## src/design/ilp_pkg.sv

```systemverilog
// Shared types and constants of the integer literal parser.
// No dependencies; used by every module of the block.
package ilp_pkg;

  localparam int VALUE_WIDTH = 32;

  typedef logic [VALUE_WIDTH-1:0] value_t;

  // Characters that steer the parse.
  localparam logic [7:0] CH_MINUS = 8'h2D;
  localparam logic [7:0] CH_ZERO  = 8'h30;
  localparam logic [7:0] CH_NINE  = 8'h39;
  localparam logic [7:0] CH_X_LO  = 8'h78;
  localparam logic [7:0] CH_X_UP  = 8'h58;
  localparam logic [7:0] CH_B_LO  = 8'h62;
  localparam logic [7:0] CH_A_LO  = 8'h61;
  localparam logic [7:0] CH_Z_LO  = 8'h7A;

  // Offsets that turn a hex letter into its digit value.
  localparam logic [7:0] HEX_LO_BIAS = 8'd87;
  localparam logic [7:0] HEX_UP_BIAS = 8'd55;

  typedef enum logic [1:0] {
    PH_START       = 2'd0,
    PH_AFTER_MINUS = 2'd1,
    PH_AFTER_ZERO  = 2'd2,
    PH_DIGITS      = 2'd3
  } phase_t;

  typedef enum logic [1:0] {
    RADIX_DEC = 2'd0,
    RADIX_OCT = 2'd1,
    RADIX_HEX = 2'd2,
    RADIX_BIN = 2'd3
  } radix_t;

  typedef struct packed {
    logic [7:0] symbol;
    logic       end_of_literal;
  } in_beat_t;

  typedef struct packed {
    logic signed [VALUE_WIDTH-1:0] value;
    logic [1:0]                    radix_code;
  } out_beat_t;

  typedef struct packed {
    phase_t phase;
    logic   negative_flag;
    logic   octal_flag;
    logic   hex_flag;
    value_t main_accumulator;
    value_t binary_accumulator;
  } parse_state_t;

  localparam parse_state_t STATE_RESET = '{
    phase:              PH_START,
    negative_flag:      1'b0,
    octal_flag:         1'b0,
    hex_flag:           1'b0,
    main_accumulator:   '0,
    binary_accumulator: '0
  };

  typedef struct packed {
    logic      has_result;
    out_beat_t beat;
  } step_out_t;

endpackage

```

## src/design/ilp_step.sv

```systemverilog
// Per-character step of the literal parser: prefix decode, digit accumulate, result.
// Combinational; uses types and constants from ilp_pkg.
module ilp_step (
  input  ilp_pkg::parse_state_t state,
  input  ilp_pkg::in_beat_t     beat,
  output ilp_pkg::parse_state_t state_next,
  output ilp_pkg::step_out_t    result
);

  ilp_pkg::parse_state_t upd;
  ilp_pkg::value_t       sym_wide;
  ilp_pkg::value_t       dec_digit;
  ilp_pkg::value_t       hex_digit;
  ilp_pkg::value_t       main_scaled;
  ilp_pkg::value_t       main_sum;
  ilp_pkg::value_t       bin_sum;
  ilp_pkg::value_t       chosen;
  ilp_pkg::value_t       signed_res;
  logic                  consumed;
  logic                  suffix_b;
  logic [1:0]            code;

  assign sym_wide  = ilp_pkg::value_t'(beat.symbol);
  assign dec_digit = sym_wide - ilp_pkg::value_t'(ilp_pkg::CH_ZERO);

  always_comb begin
    if (beat.symbol >= ilp_pkg::CH_ZERO && beat.symbol <= ilp_pkg::CH_NINE) begin
      hex_digit = dec_digit;
    end else if (beat.symbol >= ilp_pkg::CH_A_LO && beat.symbol <= ilp_pkg::CH_Z_LO) begin
      hex_digit = sym_wide - ilp_pkg::value_t'(ilp_pkg::HEX_LO_BIAS);
    end else begin
      hex_digit = sym_wide - ilp_pkg::value_t'(ilp_pkg::HEX_UP_BIAS);
    end
  end

  // Prefix handling: each phase may swallow the character or hand it on.
  always_comb begin
    upd      = state;
    consumed = 1'b0;
    if (upd.phase == ilp_pkg::PH_START) begin
      upd.phase = ilp_pkg::PH_AFTER_MINUS;
      if (beat.symbol == ilp_pkg::CH_MINUS) begin
        upd.negative_flag = 1'b1;
        consumed          = 1'b1;
      end
    end
    if (!consumed && upd.phase == ilp_pkg::PH_AFTER_MINUS) begin
      upd.phase = ilp_pkg::PH_DIGITS;
      if (beat.symbol == ilp_pkg::CH_ZERO) begin
        upd.octal_flag = 1'b1;
        upd.phase      = ilp_pkg::PH_AFTER_ZERO;
        consumed       = 1'b1;
      end
    end
    if (!consumed && upd.phase == ilp_pkg::PH_AFTER_ZERO) begin
      upd.phase = ilp_pkg::PH_DIGITS;
      if (beat.symbol == ilp_pkg::CH_X_LO || beat.symbol == ilp_pkg::CH_X_UP) begin
        upd.hex_flag = 1'b1;
        consumed     = 1'b1;
      end
    end
  end

  // Radix multiply as shifts: 16, 8 or 8 + 2.
  always_comb begin
    if (upd.hex_flag) begin
      main_scaled = state.main_accumulator << 4;
    end else if (upd.octal_flag) begin
      main_scaled = state.main_accumulator << 3;
    end else begin
      main_scaled = (state.main_accumulator << 3) + (state.main_accumulator << 1);
    end
  end

  assign main_sum = main_scaled + (upd.hex_flag ? hex_digit : dec_digit);
  assign bin_sum  = (state.binary_accumulator << 1) + dec_digit;
  assign suffix_b = !consumed && beat.end_of_literal && beat.symbol == ilp_pkg::CH_B_LO &&
                    !upd.hex_flag;

  always_comb begin
    state_next = upd;
    if (!consumed && !suffix_b) begin
      state_next.main_accumulator   = main_sum;
      state_next.binary_accumulator = bin_sum;
    end
    if (suffix_b) begin
      chosen = state.binary_accumulator;
      code   = ilp_pkg::RADIX_BIN;
    end else begin
      chosen = state_next.main_accumulator;
      if (upd.hex_flag) begin
        code = ilp_pkg::RADIX_HEX;
      end else if (upd.octal_flag) begin
        code = ilp_pkg::RADIX_OCT;
      end else begin
        code = ilp_pkg::RADIX_DEC;
      end
    end
    // A finished literal leaves the parser ready for the next one.
    if (beat.end_of_literal) begin
      state_next = ilp_pkg::STATE_RESET;
    end
  end

  assign signed_res             = upd.negative_flag ? (ilp_pkg::value_t'(0) - chosen) : chosen;
  assign result.has_result      = beat.end_of_literal;
  assign result.beat.value      = $signed(signed_res);
  assign result.beat.radix_code = code;

endmodule

```

## src/design/integer_literal_parser.sv

```systemverilog
// Integer literal parser, top level: input register, parse state, result register.
// Depends on ilp_pkg and ilp_step.
//
// Usage: characters of a numeric literal arrive one per beat on the lit channel
// (lit_beat.symbol), with lit_beat.end_of_literal set on the last character.
// For each literal one beat leaves on the res channel carrying the 32-bit value
// and the radix code (decimal, octal, hex or binary).
// Throughput is one character per cycle while the result register is not held by
// res_stall. The parse state is updated by one shift-add step per character,
// between the input register and the result register.
// A final character passes the input register and then the result register
// before its result beat can be taken.
// When res_stall holds a full result register, the input register stops as
// well; once it holds a character, lit_stall rises until the result beat is taken.
// Reset (rst, synchronous) empties both registers and returns the parse state
// to the start of a literal.
module integer_literal_parser (
  input  logic                 clk,
  input  logic                 rst,
  input  logic                 lit_valid,
  output logic                 lit_stall,
  input  ilp_pkg::in_beat_t    lit_beat,
  output logic                 res_valid,
  input  logic                 res_stall,
  output ilp_pkg::out_beat_t   res_beat
);

  logic                  in_full;
  ilp_pkg::in_beat_t     in_data;
  ilp_pkg::parse_state_t state;
  ilp_pkg::parse_state_t state_next;
  ilp_pkg::step_out_t    step_res;
  logic                  advance;

  ilp_step u_step (
    .state      (state),
    .beat       (in_data),
    .state_next (state_next),
    .result     (step_res)
  );

  assign advance   = in_full && (!res_valid || !res_stall);
  assign lit_stall = in_full && res_valid && res_stall;

  always_ff @(posedge clk) begin
    if (rst) begin
      in_full <= 1'b0;
    end else if (lit_valid && !lit_stall) begin
      in_full <= 1'b1;
    end else if (advance) begin
      in_full <= 1'b0;
    end
  end

  always_ff @(posedge clk) begin
    if (lit_valid && !lit_stall) begin
      in_data <= lit_beat;
    end
  end

  always_ff @(posedge clk) begin
    if (rst) begin
      state <= ilp_pkg::STATE_RESET;
    end else if (advance) begin
      state <= state_next;
    end
  end

  always_ff @(posedge clk) begin
    if (rst) begin
      res_valid <= 1'b0;
    end else if (advance && step_res.has_result) begin
      res_valid <= 1'b1;
    end else if (!res_stall) begin
      res_valid <= 1'b0;
    end
  end

  always_ff @(posedge clk) begin
    if (advance && step_res.has_result) begin
      res_beat <= step_res.beat;
    end
  end

endmodule

```

## config.mk

```make
export PLATFORM = sky130hd
export DESIGN_NAME = integer_literal_parser
export DESIGN_NICKNAME = d
export VERILOG_FILES = /design/src/design/ilp_pkg.sv /design/src/design/ilp_step.sv /design/src/design/integer_literal_parser.sv
export SDC_FILE = /design/constraint.sdc
export NUM_CORES = 1
export LEC_CHECK = 0
export BUFFER_PORTS_ARGS = -buffer_cell sky130_fd_sc_hd__buf_2
export CORE_MARGIN = 5
export CORE_UTILIZATION = 65
export DETAILED_ROUTE_END_ITERATION = 6
export GPL_TIMING_DRIVEN = 0
export PLACE_DENSITY_LB_ADDON = 0.15
export SYNTH_ARGS = -nofsm -noshare
export SYNTH_HDL_FRONTEND = slang
export SYNTH_HIERARCHICAL = 1
export SYNTH_SLANG_ARGS = --single-unit
```

## constraint.sdc

```tcl
create_clock -name clk -period 20.2 [get_ports clk]
set_input_delay 2.02 -clock clk [delete_from_list [all_inputs] [get_ports clk]]
set_output_delay 2.02 -clock clk [all_outputs]
set_load 0.01 [all_outputs]
```

# Word level (Yosys, flattened, before mapping)
# Cells that the tools add are included.
# classes
add_sub_neg	7
mul	0
div_mod_pow	0
order_cmp	4
n_eq_ne	8
shift	0
n_mux	30
n_bitwise	0
n_reduce_logical	28
# ops
cell	count
2-to-1 mux 32 bit	7
adder 32 bit	3
2-to-1 mux 69 bit	1
2-to-1 mux 64 bit	1
subtractor 1 x 32 -> 32 bit (first input constant)	1
equality test 8 x 7 -> 1 bit (second input constant)	3
2-to-1 mux 1 bit	18
subtractor 8 x 6 -> 9 bit (second input constant)	2
equality test 8 x 6 -> 1 bit (second input constant)	2
logical AND 1 bit	13
subtractor 8 x 7 -> 9 bit (second input constant)	1
>= comparator 8 x 6 -> 1 bit (second input constant)	1
>= comparator 8 x 7 -> 1 bit (second input constant)	1
<= comparator 8 x 6 -> 1 bit (second input constant)	1
<= comparator 8 x 7 -> 1 bit (second input constant)	1
zero test 1 bit	8
2-to-1 mux 2 bit	2
nonzero test 2 bit	2
2-to-1 mux 3 bit	1
equality test 2 x 1 -> 1 bit (second input constant)	1
equality test 2 bit (second input constant)	1
zero test 2 bit	1
logical OR 1 bit	2
inequality test 2 x 1 -> 1 bit (second input constant)	1
2 further kinds	2
# word_totals
register_bits	114
latch_bits	0
ramBits	0
mem_bits_ro	0
output_inout_bits	36
n_memories	0

# Logic depth before layout (Yosys ltp)
# logic_depth
depth_word	19
mapped_depth	29
depth_no_buf	29

# Cells and area by module
# The synthesis kept the hierarchy.
# by_module_without_submodules
module	instances	cells_each	area_per_inst_um2	seq_area_each_um2
ilp_step	1	1213	7762.4	0.0
integer_literal_parser	1	354	4449.3	2712.6

# Least setup slack after synthesis
# No wires, ideal clock.
# synth_path
kind	reg-to-reg
from	register in_data[5] (netlist bit)
to	register res_beat[33] (netlist bit), data pin
setup_ns	0.260
arrival_time_ns	6.157
t_required_ns	19.940
path_slack_ns	13.783
path_stages_with_launch	17
n_path_buf	0
cell_sequence	edfxtp_1 -> ha_1 -> nor3_1 -> mux2_2 -> ha_1 -> and4_1 -> a221o_1 -> a2111oi_4 -> o21ba_1 -> o22ai_1 -> a21o_1 -> a211oi_2 -> nand4_1 -> or4_4 -> o31ai_4 -> a31oi_1 -> xnor2_1
# synth_lines
element	line	text
start: declaration	integer_literal_parser.sv:29	ilp_pkg::in_beat_t in_data;
start signal: assignment	integer_literal_parser.sv:57	in_data <= lit_beat;
end signal: assignment	integer_literal_parser.sv:81	res_beat <= step_res.beat;
end: declaration	integer_literal_parser.sv:25	output ilp_pkg::out_beat_t res_beat

==> results.yml <==
timing:
  setup_viol: 0
  min_period_over_period_pct: 35.8
  fin_worst_skew_ns: 0.0106
  slew_headroom_pct: 38.2
  period_minus_slack_ns: 7.22
  rsz0062_at_grt: "false"
  drv_slew: 0
  max_freq_mhz: 138
  tightest_slew_ns: 0.923
  hold_violations: 0
  tns_ns: 0
setup_path:
  crit_buf_inv: 2
  max_stage_delay_ns: 0.61
  start_kind: "flop"
  cp.arrival_ns: 7.37
  end_kind: "flop"
  cp_max_fo: 24
  cp_slowest_cell: "or4_4"
  cp_common_cell: "ha_1"
  critPathKind: "flop to flop"
  crit_chain: "inv_1 -> ha_1 -> or4b_2 -> a21oi_1 -> or3_1 -> inv_1 -> ha_1 -> a31o_2 -> a211oi_1 -> mux2_2 -> ha_1 -> and4_1 -> a221o_1 -> a2111oi_4 -> o21ba_1 -> o22ai_1 -> a21o_1 -> a211oi_2 -> nand4_1 -> or4_4 -> o31ai_4 -> o21ai_1 -> xnor2_1"
  crit_required_ns: 20.35
  critical_path.top_delay_family: "compound AO/OA/AOI/OAI gates"
yosys:
  synth_nets: 1681
  netlist_instances: 1567
  synth_top_area_share_pct: 11.6
  synth_largest_area_cell: "dfxtp_1"
  synthesis.area_um2: 12200
  synth_most_common_cell: "nand2_1"
  synth-edff-count: 43
  synth-seq-cells: 114
  synthTopCellsByArea: "dfxtp_1, edfxtp_1, ha_1"
  ys_seq_area_share_pct: 22.2
  async_reset_ff_share_pct: 0
  syn_avg_cell_area_um2: 7.79
  synth_top_cells_by_count: "nand2_1, a21oi_1, nand2b_1"
  synth_warnings: 6
  ys.flop_type: "dfxtp_1"
  synth_cell_type_count: 88
clock_tree:
  cts_buffer_depth: 2
  cts-buffers-inserted: 17
  postCtsSetupBuffers: 0
  cts_resized: 0
  h-tree-depth: 4
  clkTransAtPathRegs_ns: 0.05
  cts_tree: "built"
  clock_latency_ns: 0.42
  holdBufCountCts: 0
  root_buffer: "clkbuf_16"
  clock-sinks: 114
placement:
  place.gp.congestion: 0.996
  portBuffers: 47
  postPlaceCellArea_um2: 12800
  dpl.hpwl_um: 28900
detailed_routing:
  first_pass_iters: 6
  wl_per_cell_um: 20.3
  vias: 12300
  wl_um: 38300
  ant_nets: 0
  drcViolationCount: 0
  dr.first_iter.drc_count: 1389
  avgViaCountPerCell: 6.52
floorplan:
  core_area_um2: 18600
  die_w_um: 147
  io_pins: 49
  row_count: 50
  die-area_um2: 21600
  start_util_pct: 65.7
  die_h_um: 147
run:
  cap_violations: 0
global_route:
  overflow: 0
  busiest_layer: "met2"
  antenna_found_initial: 0
  grt_max_degree: 30
  use_met2_pct: 56.7
  grt_pass1_vias: 11600
  grtUsageMet3_pct: 6.29
  grt_pass1_wl_um: 60400
  use_met1_pct: 44.4
  grtUsageTotal_pct: 34.6
final_layout:
  antenna-diode-count: 0
  nFillCells: 1518
  layout-drive-gt1-share_pct: 8.13
  finalNetCount: 1750
  syn_to_final_growth_pct: 9.38
  final_area_um2: 13400
power:
  power_leakage_nw: 5.76
  ir_worst_vdd_uv: 62.2
  power.density_nw_per_um2: 55.1
status:
  status: "finished, final reports clean"
min_path:
  hold_class: "flop to flop"
==> per-layer routing <==
metal  vias up  share of wire [%]
met5         -                  0
met4         0                5.5
met3       158                9.9
met2       694                 45
met1      5675                 40
li1       5755                  -
==> metrics by stage <==
stage / util, % / std cells / total power, mW / setup WS, ns / hold WS, ns
floorplan: - / 1567 / 0.398 / 13.78 / 0.457
global placement: 68.6 / 1848 / 0.441 / 12.08 / 0.472
detailed placement: 68.9 / 1851 / 0.445 / 13.15 / 0.475
CTS: 71.9 / 1883 / 0.731 / 13.11 / 0.494
global route: 71.9 / 1883 / 0.763 / 12.60 / 0.519
finish: 71.9 / 1883 / 0.736 / 12.98 / 0.495
==> kinds of logic (layout without fill, tap and decap cells) <==
| logic type | after synthesis | count (layout) | synth area share, % |
|---|---|---|---|
| and+or+nand+nor | 590 | 590 | 24.7 |
| AOI/OAI and AO/OA | 453 | 453 | 23.8 |
| buffers and inverters | 119 | 201 | 4.26 |
| DFF | 114 | 114 | 22.2 |
| muxes | 81 | 81 | 6.67 |
| xor gates and xnor gates | 109 | 109 | 7.82 |
| adders and majority gates | 101 | 101 | 10.5 |
==> report_power, final <==
part	leakage (nW)	total (mW)	switching, mW	internal, mW
registers	0.982	0.260	0.0111	0.249
clock network	0.275	0.289	0.111	0.177
logic	4.51	0.187	0.112	0.0754
==> cells in the final DEF (no fill, tap or decap), types with 17 or more instances in the layout <==
cell | netlist | final
a211oi_1 | 23 | 23
a21o_1 | 44 | 44
a21oi_1 | 170 | 169
a31oi_1 | 22 | 22
buf_2 | 5 | 52
clkbuf_1 | 54 | 56
clkbuf_16 | 0 | 17
dfxtp_1 | 71 | 71
edfxtp_1 | 43 | 43
ha_1 | 98 | 98
inv_1 | 43 | 43
mux2i_1 | 78 | 78
nand2_1 | 178 | 178
nand2b_1 | 149 | 149
nand3_1 | 18 | 18
nor2_1 | 120 | 120
nor3_1 | 21 | 20
o21a_1 | 18 | 18
o21ai_0 | 66 | 66
o21bai_1 | 18 | 18
xnor2_1 | 73 | 73
xor2_1 | 36 | 36
==> tightest hold or removal path, stage by stage, from the launching register on <==
cell      delay, ns
dfxtp_1        0.32
nand2b_1       0.07
mux2i_1        0.06
==> sequential cells by signal, indices dropped and copies added (netlist names) <==
signal	cells
in_data	9
in_full	1
res_beat	34
res_valid	1
state	69
==> area by class of cell <==
class                           instances  area (µm²)  area share, %
Buffer                                 75         355           2.66
Clock buffer                           22         474           3.55
Clock inverter                         10        83.8          0.628
Inverter                               44         165           1.24
Multi-Input combinational cell       1334        8990           67.3
Sequential cell                       114        2710           20.3
Tap cell                              234         293           2.19
Timing Repair Buffer                   50         278           2.08
==> path summary, 6_finish.rpt <==
check | depth (start not counted) | to | slack [ns] | from
setup / recovery | 23 | res_beat[29] | 12.98 | in_data[2]
hold / removal | 2 | state[66] | 0.50 | state[66]
setup reg to reg | 23 | res_beat[29] | 12.98 | in_data[2]
hold reg to reg | 2 | state[66] | 0.50 | state[66]
Power figures use the tool's default switching activity.
